File: src/lpcd_pkg.sv
// Shared types and constants for the LRU page cache directory.
package lpcd_pkg;

    localparam int ENTRIES_DEF     = 16;
    localparam int TOTAL_PAGES_DEF = 4096;

    localparam int CAP_W  = 5;
    localparam int PAGE_W = 16;
    localparam int SLOT_W = 4;

    localparam logic [CAP_W-1:0] CAP_RESET = 5'd16;

    typedef enum logic
    {
        OP_ACCESS = 1'b0,
        OP_FLUSH  = 1'b1
    } lpcd_op_t;

    typedef enum logic [2:0]
    {
        ST_HIT        = 3'd0,
        ST_MISS       = 3'd1,
        ST_RANGE      = 3'd2,
        ST_FLUSH_WB   = 3'd3,
        ST_FLUSH_NONE = 3'd4
    } lpcd_status_t;

    typedef struct packed
    {
        lpcd_op_t            operation;
        logic [PAGE_W-1:0]   page_number;
    } lpcd_req_t;

    typedef struct packed
    {
        lpcd_status_t        status;
        logic [SLOT_W-1:0]   slot;
        logic [PAGE_W-1:0]   load_page;
        logic                writeback_valid;
        logic [PAGE_W-1:0]   writeback_page;
        logic                last;
    } lpcd_rsp_t;

    typedef struct packed
    {
        logic capture;
        logic access;
        logic flush_none;
        logic flush_step;
    } lpcd_cmd_t;

    typedef struct packed
    {
        logic req_flush;
        logic any_dirty;
        logic rank_dirty;
        logic flush_last;
        logic emit_ok;
    } lpcd_stat_t;

endpackage

File: src/lpcd_ctrl.sv
// Sequencing state machine for the LRU page cache directory.
module lpcd_ctrl
(
    input  logic                clk,
    input  logic                rst_n,
    input  logic                req_valid,
    output logic                req_ready,
    input  lpcd_pkg::lpcd_stat_t stat,
    output lpcd_pkg::lpcd_cmd_t  cmd
);
    import lpcd_pkg::*;

    typedef enum logic [2:0]
    {
        S_IDLE  = 3'b001,
        S_EXEC  = 3'b010,
        S_FLUSH = 3'b100
    } lpcd_state_t;

    lpcd_state_t state_reg;
    lpcd_state_t state_next;

    always_ff @(posedge clk or negedge rst_n)
    begin
        if (!rst_n)
        begin
            state_reg <= S_IDLE;
        end
        else
        begin
            state_reg <= state_next;
        end
    end

    always_comb
    begin
        state_next = state_reg;
        cmd        = '0;
        req_ready  = 1'b0;
        case (state_reg)
            S_IDLE:
            begin
                req_ready = 1'b1;
                if (req_valid)
                begin
                    cmd.capture = 1'b1;
                    state_next  = S_EXEC;
                end
            end
            S_EXEC:
            begin
                if (!stat.req_flush)
                begin
                    if (stat.emit_ok)
                    begin
                        cmd.access = 1'b1;
                        state_next = S_IDLE;
                    end
                end
                else if (!stat.any_dirty)
                begin
                    if (stat.emit_ok)
                    begin
                        cmd.flush_none = 1'b1;
                        state_next     = S_IDLE;
                    end
                end
                else
                begin
                    state_next = S_FLUSH;
                end
            end
            S_FLUSH:
            begin
                if (!stat.rank_dirty)
                begin
                    cmd.flush_step = 1'b1;
                end
                else if (stat.emit_ok)
                begin
                    cmd.flush_step = 1'b1;
                    if (stat.flush_last)
                    begin
                        state_next = S_IDLE;
                    end
                end
            end
            default:
            begin
                state_next = S_IDLE;
            end
        endcase
    end

endmodule

File: src/lpcd_dpath.sv
// Directory storage, tag compare, recency ranks and response register.
module lpcd_dpath
#(
    parameter int ENTRIES     = lpcd_pkg::ENTRIES_DEF,
    parameter int TOTAL_PAGES = lpcd_pkg::TOTAL_PAGES_DEF
)
(
    input  logic                             clk,
    input  logic                             rst_n,
    input  lpcd_pkg::lpcd_req_t              req,
    input  logic                             cfg_we,
    input  logic [lpcd_pkg::CAP_W-1:0]       cfg_data,
    input  lpcd_pkg::lpcd_cmd_t              cmd,
    output lpcd_pkg::lpcd_stat_t             stat,
    input  logic                             rsp_ready,
    output logic                             rsp_valid,
    output lpcd_pkg::lpcd_rsp_t              rsp,
    output logic [$clog2(ENTRIES+1)-1:0]     count,
    output logic [ENTRIES-1:0]               valid_vec
);
    import lpcd_pkg::*;

    localparam int IDX_W = (ENTRIES > 1) ? $clog2(ENTRIES) : 1;
    localparam int CNT_W = $clog2(ENTRIES + 1);
    localparam logic [PAGE_W:0] PAGE_LIMIT = (PAGE_W + 1)'(TOTAL_PAGES);

    lpcd_req_t          req_reg;
    logic [CAP_W-1:0]   cap_reg;
    logic [PAGE_W-1:0]  page_reg [ENTRIES];
    logic [ENTRIES-1:0] valid_reg, valid_next;
    logic [ENTRIES-1:0] dirty_reg, dirty_next;
    logic [IDX_W-1:0]   rank_reg [ENTRIES];
    logic [IDX_W-1:0]   rank_next [ENTRIES];
    logic [CNT_W-1:0]   count_reg, count_next;
    logic [IDX_W-1:0]   fl_rank_reg, fl_rank_next;
    lpcd_rsp_t          rsp_reg, rsp_next;
    logic               rsp_valid_reg, rsp_valid_next;

    logic [ENTRIES-1:0] hit_vec, victim_vec, fl_vec, later_vec;
    logic               hit, oor, evict, emit_ok;
    logic [IDX_W-1:0]   hit_idx, hit_rank, victim_idx, free_idx, new_slot, fl_idx, rd_idx;
    logic [IDX_W-1:0]   lru_rank;
    logic [CNT_W-1:0]   eff_cap;
    logic [PAGE_W-1:0]  rd_page;
    logic               page_we;
    logic               rsp_load;

    assign emit_ok   = !rsp_valid_reg || rsp_ready;
    assign count     = count_reg;
    assign valid_vec = valid_reg;
    assign rsp       = rsp_reg;
    assign rsp_valid = rsp_valid_reg;

    always_comb
    begin
        if (cap_reg == '0)
        begin
            eff_cap = CNT_W'(1);
        end
        else if (int'(cap_reg) > ENTRIES)
        begin
            eff_cap = CNT_W'(ENTRIES);
        end
        else
        begin
            eff_cap = CNT_W'(cap_reg);
        end
    end

    assign oor      = {1'b0, req_reg.page_number} >= PAGE_LIMIT;
    assign evict    = count_reg >= eff_cap;
    assign lru_rank = IDX_W'(count_reg - CNT_W'(1));

    // Parallel compares and encoders over all entries
    always_comb
    begin
        hit_idx    = '0;
        hit_rank   = '0;
        victim_idx = '0;
        fl_idx     = '0;
        free_idx   = '0;
        for (int i = 0; i < ENTRIES; i++)
        begin
            hit_vec[i]    = valid_reg[i] && (page_reg[i] == req_reg.page_number);
            victim_vec[i] = valid_reg[i] && (rank_reg[i] == lru_rank);
            fl_vec[i]     = valid_reg[i] && dirty_reg[i] && (rank_reg[i] == fl_rank_reg);
            later_vec[i]  = valid_reg[i] && dirty_reg[i] && (rank_reg[i] > fl_rank_reg);
            if (hit_vec[i])
            begin
                hit_idx  = hit_idx | IDX_W'(i);
                hit_rank = hit_rank | rank_reg[i];
            end
            if (victim_vec[i])
            begin
                victim_idx = victim_idx | IDX_W'(i);
            end
            if (fl_vec[i])
            begin
                fl_idx = fl_idx | IDX_W'(i);
            end
        end
        for (int i = ENTRIES - 1; i >= 0; i--)
        begin
            if (!valid_reg[i])
            begin
                free_idx = IDX_W'(i);
            end
        end
    end

    assign hit      = |hit_vec;
    assign new_slot = evict ? victim_idx : free_idx;
    assign rd_idx   = (req_reg.operation == OP_FLUSH) ? fl_idx : victim_idx;
    assign rd_page  = page_reg[rd_idx];

    always_comb
    begin
        stat.req_flush  = (req_reg.operation == OP_FLUSH);
        stat.any_dirty  = |(valid_reg & dirty_reg);
        stat.rank_dirty = |fl_vec;
        stat.flush_last = !(|later_vec);
        stat.emit_ok    = emit_ok;
    end

    // State update and response build
    always_comb
    begin
        valid_next   = valid_reg;
        dirty_next   = dirty_reg;
        rank_next    = rank_reg;
        count_next   = count_reg;
        fl_rank_next = fl_rank_reg;
        page_we      = 1'b0;
        rsp_load     = 1'b0;
        rsp_next     = rsp_reg;

        if (cmd.capture)
        begin
            fl_rank_next = '0;
        end

        if (cmd.access)
        begin
            rsp_load = 1'b1;
            rsp_next = '0;
            rsp_next.last = 1'b1;
            if (oor)
            begin
                rsp_next.status = ST_RANGE;
            end
            else if (hit)
            begin
                rsp_next.status = ST_HIT;
                rsp_next.slot   = SLOT_W'(hit_idx);
                for (int i = 0; i < ENTRIES; i++)
                begin
                    if (hit_vec[i])
                    begin
                        rank_next[i] = '0;
                    end
                    else if (valid_reg[i] && (rank_reg[i] < hit_rank))
                    begin
                        rank_next[i] = rank_reg[i] + IDX_W'(1);
                    end
                end
            end
            else
            begin
                rsp_next.status          = ST_MISS;
                rsp_next.slot            = SLOT_W'(new_slot);
                rsp_next.load_page       = req_reg.page_number;
                rsp_next.writeback_valid = evict;
                rsp_next.writeback_page  = evict ? rd_page : '0;
                page_we                  = 1'b1;
                if (!evict)
                begin
                    count_next = count_reg + CNT_W'(1);
                end
                for (int i = 0; i < ENTRIES; i++)
                begin
                    if (IDX_W'(i) == new_slot)
                    begin
                        valid_next[i] = 1'b1;
                        dirty_next[i] = 1'b1;
                        rank_next[i]  = '0;
                    end
                    else if (valid_reg[i])
                    begin
                        rank_next[i] = rank_reg[i] + IDX_W'(1);
                    end
                end
            end
        end

        if (cmd.flush_none)
        begin
            rsp_load        = 1'b1;
            rsp_next        = '0;
            rsp_next.status = ST_FLUSH_NONE;
            rsp_next.last   = 1'b1;
        end

        if (cmd.flush_step)
        begin
            fl_rank_next = fl_rank_reg + IDX_W'(1);
            if (|fl_vec)
            begin
                dirty_next               = dirty_reg & ~fl_vec;
                rsp_load                 = 1'b1;
                rsp_next                 = '0;
                rsp_next.status          = ST_FLUSH_WB;
                rsp_next.slot            = SLOT_W'(fl_idx);
                rsp_next.writeback_valid = 1'b1;
                rsp_next.writeback_page  = rd_page;
                rsp_next.last            = !(|later_vec);
            end
        end

        if (rsp_load)
        begin
            rsp_valid_next = 1'b1;
        end
        else if (rsp_ready)
        begin
            rsp_valid_next = 1'b0;
        end
        else
        begin
            rsp_valid_next = rsp_valid_reg;
        end
    end

    always_ff @(posedge clk or negedge rst_n)
    begin
        if (!rst_n)
        begin
            cap_reg       <= CAP_RESET;
            valid_reg     <= '0;
            dirty_reg     <= '0;
            count_reg     <= '0;
            fl_rank_reg   <= '0;
            rsp_valid_reg <= 1'b0;
            for (int i = 0; i < ENTRIES; i++)
            begin
                rank_reg[i] <= '0;
            end
        end
        else
        begin
            if (cfg_we)
            begin
                cap_reg <= cfg_data;
            end
            valid_reg     <= valid_next;
            dirty_reg     <= dirty_next;
            count_reg     <= count_next;
            fl_rank_reg   <= fl_rank_next;
            rsp_valid_reg <= rsp_valid_next;
            rank_reg      <= rank_next;
        end
    end

    always_ff @(posedge clk)
    begin
        if (cmd.capture)
        begin
            req_reg <= req;
        end
        if (page_we)
        begin
            page_reg[new_slot] <= req_reg.page_number;
        end
        if (rsp_load)
        begin
            rsp_reg <= rsp_next;
        end
    end

endmodule

File: src/lru_page_cache_directory_top.sv
// Top level of the LRU page cache directory: controller, datapath and checks.
//
// Fully associative page directory with least-recently-used replacement. One
// request is handled at a time. An access passes from the accept state to an
// execute state that does the parallel tag compare and recency update over all
// entries. A flush instead steps, after the execute state, through the recency
// ranks one at a time up to the last dirty page, with one writeback response per
// dirty page; the single response register can stall either when rsp_ready is
// low. The response register lets a new request be accepted while the last
// response is still waiting. No clearing pass is needed after reset.
module lru_page_cache_directory_top
#(
    parameter int ENTRIES     = lpcd_pkg::ENTRIES_DEF,
    parameter int TOTAL_PAGES = lpcd_pkg::TOTAL_PAGES_DEF
)
(
    input  logic                       clk,
    input  logic                       rst_n,
    input  logic                       req_valid,
    output logic                       req_ready,
    input  lpcd_pkg::lpcd_req_t        req,
    output logic                       rsp_valid,
    input  logic                       rsp_ready,
    output lpcd_pkg::lpcd_rsp_t        rsp,
    input  logic                       cfg_we,
    input  logic [lpcd_pkg::CAP_W-1:0] cfg_data
);
    import lpcd_pkg::*;

    localparam int CNT_W = $clog2(ENTRIES + 1);

    lpcd_cmd_t          cmd;
    lpcd_stat_t         stat;
    logic [CNT_W-1:0]   count;
    logic [ENTRIES-1:0] valid_vec;

    lpcd_ctrl u_ctrl
    (
        .clk       (clk),
        .rst_n     (rst_n),
        .req_valid (req_valid),
        .req_ready (req_ready),
        .stat      (stat),
        .cmd       (cmd)
    );

    lpcd_dpath
    #(
        .ENTRIES     (ENTRIES),
        .TOTAL_PAGES (TOTAL_PAGES)
    )
    u_dpath
    (
        .clk       (clk),
        .rst_n     (rst_n),
        .req       (req),
        .cfg_we    (cfg_we),
        .cfg_data  (cfg_data),
        .cmd       (cmd),
        .stat      (stat),
        .rsp_ready (rsp_ready),
        .rsp_valid (rsp_valid),
        .rsp       (rsp),
        .count     (count),
        .valid_vec (valid_vec)
    );

`ifndef NO_ASSERTIONS
    a_one_request: assert property (@(posedge clk) disable iff (!rst_n)
        (req_valid && req_ready) |=> !req_ready)
        else $error("request accepted while previous request in progress");

    a_count_match: assert property (@(posedge clk) disable iff (!rst_n)
        $countones(valid_vec) == int'(count))
        else $error("resident count disagrees with valid entries");

    a_count_bound: assert property (@(posedge clk) disable iff (!rst_n)
        int'(count) <= ENTRIES)
        else $error("resident count above entry count");

    a_miss_in_range: assert property (@(posedge clk) disable iff (!rst_n)
        (rsp_valid && rsp.status == ST_MISS) |->
            ({1'b0, rsp.load_page} < (PAGE_W + 1)'(TOTAL_PAGES)))
        else $error("miss loads a page past the file size");
`endif

endmodule

File: config.mk
export PLATFORM = sky130hd
export DESIGN_NAME = lru_page_cache_directory_top
export DESIGN_NICKNAME = d
export VERILOG_FILES = /design/src/lpcd_pkg.sv /design/src/lpcd_ctrl.sv /design/src/lpcd_dpath.sv /design/src/lru_page_cache_directory_top.sv
export SDC_FILE = /design/constraint.sdc
export NUM_CORES = 1
export LEC_CHECK = 0
export BUFFER_PORTS_ARGS = -buffer_cell sky130_fd_sc_hd__clkbuf_2
export CORE_UTILIZATION = 35
export DETAILED_ROUTE_END_ITERATION = 16
export PLACE_DENSITY = 0.56
export SLEW_MARGIN = 20
export SYNTH_ARGS = -nofsm -noshare
export SYNTH_HDL_FRONTEND = slang
export SYNTH_HIERARCHICAL = 1
export SYNTH_SLANG_ARGS = --single-unit
export TNS_END_PERCENT = 20
File: constraint.sdc
create_clock -name clk -period 5.8 [get_ports clk]
set_input_delay 1.16 -clock clk [delete_from_list [all_inputs] [get_ports clk]]
set_output_delay 1.16 -clock clk [all_outputs]
set_load 0.02 [all_outputs]
==> results of run 1 <==
metrics by stage:
step / area (um^2) / std cells / setup WS [ps] / total power, mW
after floorplan: 26810 / 2395 / 1398 / 3.355
after detailed placement: 28640 / 3443 / 223.8 / 3.404
after global routing: 30460 / 3538 / 52.59 / 7.005
after global placement: 28630 / 3442 / 220.3 / 3.402
after CTS: 30450 / 3538 / 185.9 / 6.884
final: 30460 / 3538 / 151.2 / 6.823
path summary, 6_finish.rpt:
check / cells after the start / to / slack, ps
setup / recovery: 13 / u_dpath/rsp[7] / 150
hold / removal: 1 / u_ctrl/state_reg[1] / 490
setup reg to reg: 13 / u_dpath/rsp[7] / 150
hold reg to reg: 1 / u_ctrl/state_reg[1] / 490
max in group asynchronous: 2 / u_dpath/dirty_reg[8] / 3850
min in group asynchronous: 1 / u_dpath/rank_reg[46] / 650
cell families (layout without fill, tap and decap cells):
family	count (synthesis)	after routing	share of synthesized area
flip-flops	428	428	0.4582
AO/OA/AOI/OAI	420	420	0.1147
multiplexers	136	136	0.05307
adder cells (fa/ha/maj)	136	136	0.06347
XOR/XNOR	335	335	0.1210
buffers and inverters	175	340	0.03813
AND/OR/NAND/NOR	765	765	0.1514
routing by layer:
metal | wire length (um) | track usage
met4 | 4831 | 0.1109
met1 | 44510 | 0.3642
met5 | 11 | 0
met3 | 9021 | 0.04853
met2 | 46500 | 0.4140
Yosys cell counts, drive strengths merged, types with 11 or more instances:
cell and n:
edfxtp 314, xnor2 216, nand2 153, nor2 142, ha 136, mux2i 120
dfrtp 112, nand4 111, xor2 99, nand3 95, o21ai 77, a21oi 76
buf 76, inv 53, clkbuf 46, and3 43, nand2b 43, nor3 39
a221oi 34, nor4 30, a221o 29, a22o 28, nor2b 25, xnor3 20
o22ai 18, a32oi 16, or2 16, or3 16, a22oi 14, mux2 13
a211o 12, a21o 12, o2111ai 12, o211ai 11, o21a 11, o31ai 11
power by group through the flow:
stage / clock network, mW / registers, mW / logic (mW)
2_1_floorplan: 0 / 3.32 / 0.0323
3_3_place_gp: 0 / 3.32 / 0.0787
3_5_place_dp: 0 / 3.32 / 0.0803
4_1_cts: 3.54 / 3.26 / 0.0806
5_1_grt: 3.66 / 3.26 / 0.0861
6_report: 3.48 / 3.26 / 0.0796
cell usage in the layout, fill, tap and decap left out, types with 68 or more instances in the layout:
master / netlist / final
a21oi_1: 74 / 73
buf_4: 26 / 114
clkbuf_2: 1 / 68
dfrtp_1: 112 / 112
edfxtp_1: 314 / 314
ha_1: 136 / 136
mux2i_1: 120 / 120
nand2_1: 153 / 153
nand3_1: 95 / 95
nand4_1: 109 / 109
nor2_1: 142 / 138
o21ai_0: 73 / 73
xnor2_1: 215 / 215
xor2_1: 99 / 99
area by class of cell:
cell class	count	share of cell area
clock buffer	60	0.04334
clock inverter	35	0.01602
inverter	53	0.006532
multi-input combinational	1792	0.4450
sequential	428	0.4033
tap	978	0.04018
timing repair buffer	192	0.04556
repair_timing:
item | 4_1_cts | 5_1_grt
gates resized for setup | 0 | 1
buffers inserted | 0 | 0
setup endpoints to repair | 0 | 1
==> flow_summary_export.csv, run 1 <==
group,metric,value,unit
critical_path,crit_chain,"ha_1, nand4_1, o22ai_1, or3_1, nor4_1, nand3_1, a21oi_1, nand2_1, o41a_1, or2_1, a221o_1, a221oi_1, a221o_1",
logic_synthesis,synth_top_area_share,0.3517,
route,drtIter0Drc,2500,
route,viasPerCell,6.095,
global_routing,gr-total-overflow,0,
sta,skew,31.31,ps
global_routing,grt_use_total,0.2665,
critical_path,path_max_fanout,14,
layout,nFillCells,7286,
placement,place_congestion,0.9958,
clock_tree,tritoncts,"done",
route,routedWlPerCell,29.64,um
critical_path,arrival,6120,ps
sta,finalSetupViolCount,0,
logic_synthesis,ys_ff_latch,428,
logic_synthesis,yosysTopAreaCell,"edfxtp_1",
clock_tree,cts_hold_buf,0,
logic_synthesis,synthTopCellsByArea,"edfxtp_1 35%, dfrtp_1 10%, xnor2_1 7.0%",
layout,multi_input_area,13550,um^2
power_and_ir_drop,p_leak,11.43,nW
sta,slew_viol_final,0,
critical_path,worstPathRequired,6270,ps
layout,postLayoutCoreUtil,0.4017,
logic_synthesis,synth-main-ff-cell,"edfxtp_1",
global_routing,grt_pass1_vias,21196,
floorplan,coreArea,75820,um^2
floorplan,rows,101,
clock_tree,clockRootBuffer,"clkbuf_16",
sta,hold_violations,0,
run_status,status,"finished, final reports clean",
route,num_vias,21563,
critical_path,critPathSlowestCell,"dfrtp_1",
floorplan,die_x,278.8,um
global_routing,grt_pass1_wl,151200,um
critical_path,crit_buf_inv,0,
sta,relSlewSlack,0.2673,
critical_path,cpPeakStageDelay,730,ps
sta,fin_crit_sh,0.9739,
logic_synthesis,synth-async-reset-ratio,0.2664,
hold_path,worstHoldStart,"u_ctrl/state_reg[2]",
global_routing,grt_max_degree,59,
logic_synthesis,avgSynthCellArea,11.19,um^2
floorplan,die_area,77700,um^2
placement,hpwl,77850,um
logic_synthesis,yosysSeqAreaShare,0.4582,
logic_synthesis,synth_edf_count,314,
critical_path,start_kind,"register",
layout,seq_area,12280,um^2
clock_tree,clock_path_buffers,3,
logic_synthesis,syn_inst,2395,
logic_synthesis,ys_types,100,
logic_synthesis,ys.warnings.count,6,
floorplan,io_pins,70,
power_and_ir_drop,p_seq_frac,0.478,
layout,drive_gt1_frac,0.1367,
route,firstDrtPassIters,6,
power_and_ir_drop,p_per_area,224.0,nW/um^2
logic_synthesis,synth_nets,2558,
layout,layout.nets,2681,
layout,largest_reg_flops,256,
sta,fin_crit,5649,ps
sta,fmax,0.1770,GHz
power_and_ir_drop,p_int,5.367,mW
hold_path,hold_path.class,"reg2reg",
critical_path,r2r-start,"u_dpath/rank_reg[3]",
global_routing,antenna_found_initial,4,
power_and_ir_drop,pwr-share-comb,0.012,
placement,io_buffer_count,69,
clock_tree,htree_levels,2,
sta,rsz0062_at_grt,"false",
floorplan,initial_core_util,0.3536,
critical_path,crit_path_end_kind,"register",
critical_path,path_class,"reg2reg",
clock_tree,clkSinkCount,428,
power_and_ir_drop,switching_share,0.2134,
critical_path,path_common_cell,"a221o_1",
clock_tree,cts_buffers,51,
power_and_ir_drop,p_clk_frac,0.510,
sta,whs,485.4,ps
critical_path,crit_family,"simple AND/OR/NAND/NOR gates",
clock_tree,clk_latency,630,ps
route,routed_wl,104900,um
route,drc_errors,0,
route,ant_nets,0,
power_and_ir_drop,ir_drop,0.0002168,V
layout,diodes,0,
power_and_ir_drop,switching_power,1.456,mW
sta,setup-tns-final,0,ps
sta,tightest_slew,1095,ps
critical_path,worstSetupStartpoint,"u_dpath/rank_reg[3]",
job,cap_violations,0,
clock_tree,clk_pin_slew_worst_paths,60,ps
floorplan,die_h,278.8,um
logic_synthesis,syn_area,26810,um^2
layout,area.growth.synth_to_final,13.61,%
Note: power is estimated with default switching activity, not from simulation.
==> run 2: changes to the inputs <==
--- a/config.mk
+++ b/config.mk
@@ -5,10 +5,10 @@
 export SDC_FILE = /design/constraint.sdc
 export NUM_CORES = 1
 export LEC_CHECK = 0
-export BUFFER_PORTS_ARGS = -buffer_cell sky130_fd_sc_hd__clkbuf_2
 export CORE_UTILIZATION = 35
 export DETAILED_ROUTE_END_ITERATION = 16
-export PLACE_DENSITY = 0.56
+export DONT_BUFFER_PORTS = 1
+export PLACE_DENSITY = 0.55
 export SLEW_MARGIN = 20
 export SYNTH_ARGS = -nofsm -noshare
 export SYNTH_HDL_FRONTEND = slang
==> run 2 against run 1 <==
Effect of this change: critical path depth is 1 higher; global-route usage decreased by 0.99 points; sequential power is essentially flat; largest cell class unchanged; largest power group is now sequential cells.
==> flow_summary_export.csv, run 2 (synthesis results as in run 1) <==
group,metric,value,unit
sta,fin_crit_sh,0.9544,
clock_tree,cts_buffers,49,
clock_tree,clock_path_buffers,3,
critical_path,crit_chain,"xor2_1, nor4_1, and3_1, and3_1, a22o_1, a221oi_1, nand3_1, nor2_1, buf_4, ha_1, a211o_1, o311ai_0, o211ai_1, a221o_1",
route,firstDrtPassIters,8,
sta,relSlewSlack,0.3035,
global_routing,grt_use_met3,0.04485,
floorplan,die_h,278.8,um
global_routing,grt_use_total,0.2565,
critical_path,start_kind,"register",
global_routing,grt_busiest_layer,"met2",
layout,largest_reg_flops,256,
clock_tree,clk_latency,640,ps
placement,dp_slack,360.7,ps
sta,skew,53.97,ps
critical_path,rrSetupSlack,260,ps
critical_path,crit_path_end_kind,"register",
critical_path,crit_family,"compound AO/OA/AOI/OAI gates",
placement,hpwl,75580,um
clock_tree,htree_levels,2,
job,cap_violations,0,
placement,dpl-instance-area,28310,um^2
floorplan,die_area,77700,um^2
power_and_ir_drop,ir_drop,0.0002207,V
power_and_ir_drop,p_per_area,217.6,nW/um^2
sta,rsz0062_at_grt,"false",
layout,layout.nets,2615,
placement,dp.cells,3379,
floorplan,io_pins,70,
floorplan,rows,101,
global_routing,gr-total-overflow,0,
layout,area.growth.synth_to_final,11.72,%
global_routing,grt_pass1_wl,145100,um
sta,fmax,0.1807,GHz
placement,io_buffer_count,0,
critical_path,path_common_cell,"and3_1",
critical_path,crit_buf_inv,1,
critical_path,r2r_end,"u_dpath/rank_reg[51]",
layout,postLayoutCoreUtil,0.3950,
clock_tree,post_cts_buffers,0,
clock_tree,tritoncts,"done",
hold_path,hold_path.class,"in2async",
sta,fin_crit,5535,ps
floorplan,coreArea,75820,um^2
layout,final_cell_mix,"314 x edfxtp_1, 215 x xnor2_1, 153 x nand2_1",
route,routed_wl,101300,um
placement,place_congestion,0.9815,
clock_tree,cts_hold_buf,0,
global_routing,grt_pass1_vias,20246,
sta,finalSetupViolCount,0,
sta,tightest_slew,1045,ps
clock_tree,ctsResizeCount,0,
critical_path,r2r_cells,14,
layout,drive_gt1_frac,0.1112,
power_and_ir_drop,p_leak,11.09,nW
clock_tree,clkSinkCount,428,
floorplan,initial_core_util,0.3536,
critical_path,cpPeakStageDelay,1040,ps
critical_path,path_max_fanout,18,
global_routing,use_met1,0.3541,
critical_path,r2r-start,"u_dpath/req_reg[13]",
route,routedWlPerCell,29.19,um
route,num_vias,20980,
run_status,status,"finished, final reports clean",
global_routing,grt_max_degree,115,
layout,fin_area,29950,um^2
layout,instances_no_fill,3471,
route,viasPerCell,6.044,
route,ant_nets,0,
global_routing,grt_util_met2,0.3924,
critical_path,arrival,6050,ps
layout,final_common_cell,"edfxtp_1",
clock_tree,clk_pin_slew_worst_paths,60,ps
sta,slew_viol_final,0,
layout,nFillCells,7241,
route,drc_errors,0,
sta,hold_violations,0,
global_routing,antenna_found_initial,5,
route,drtIter0Drc,2684,
critical_path,critPathSlowestCell,"edfxtp_1",
critical_path,worstPathRequired,6320,ps
clock_tree,clockRootBuffer,"clkbuf_16",
sta,worst_slack,264.7,ps
critical_path,path_class,"reg2reg",
floorplan,die_x,278.8,um
sta,setup-tns-final,0,ps
-- run 2: changes by cell type in the layout (fill, tap and decap cells not counted), moves of 2 or more --
cell	previous run	this run
clkbuf_8	1	4
clkbuf_2	68	0
nor2_2	4	2
bufinv_16	10	5
clkinv_1	8	6
buf_4	114	120
clkbuf_1	8	12
clkbuf_16	51	49
-- run 2: worst max path at each step --
| stage | from | endpoint | cells past startpoint |
|---|---|---|---|
| 2_1_floorplan | u_dpath/req_reg[14] | u_dpath/rank_reg[51] | 15 |
| 3_3_place_gp | u_dpath/req_reg[13] | u_dpath/rank_reg[51] | 14 |
| 3_5_place_dp | u_dpath/req_reg[13] | u_dpath/rank_reg[51] | 14 |
| 4_1_cts | u_dpath/req_reg[13] | u_dpath/rank_reg[51] | 14 |
| 5_1_grt | u_dpath/req_reg[13] | u_dpath/rank_reg[51] | 14 |
| 6_report | u_dpath/req_reg[13] | u_dpath/rank_reg[51] | 14 |
-- run 2: per-stage QoR --
stage          hold WS, ps  total power [mW]
6_report             220.5             6.518
2_1_floorplan        431.1             3.355
4_1_cts              191.8             6.571
3_5_place_dp         464.1             3.379
3_3_place_gp         450.5             3.378
5_1_grt              200.8             6.689
-- run 2: routing by layer --
metal,up-vias,wire (um),share of wire
li1,9191,-,-
met1,10468,42860,0.42
met2,1058,44740,0.44
met3,257,8646,0.085
met4,6,5037,0.050
met5,-,36,0.00036
-- run 2: worst reg2reg max path, cell delays in order, from the launching register on --
cell and delay [ps]:
edfxtp_1 1040, xor2_1 210, nor4_1 120, and3_1 190, and3_1 330, a22o_1 320, a221oi_1 210, nand3_1 110
nor2_1 750, buf_4 320, ha_1 260, a211o_1 250, o311ai_0 570, o211ai_1 340, a221o_1 410
-- run 2: layout make-up --
type,count,area [um^2],area share
inverters,53,198.9,0.006642
flip-flops and latches,428,12280,0.4102
repair buffers,128,1061,0.03543
clock buffers,65,1326,0.04428
well taps,978,1224,0.04086
clock inverters,26,299.0,0.009985
diodes,1,2.502,0.00008355
multi-input cells,1792,13550,0.4526
-- run 2: report_power, final --
group	internal [mW]	switching, mW
clock network	1.84	1.36
registers	3.26	0.00236
logic	0.0174	0.0401
total	5.12	1.40
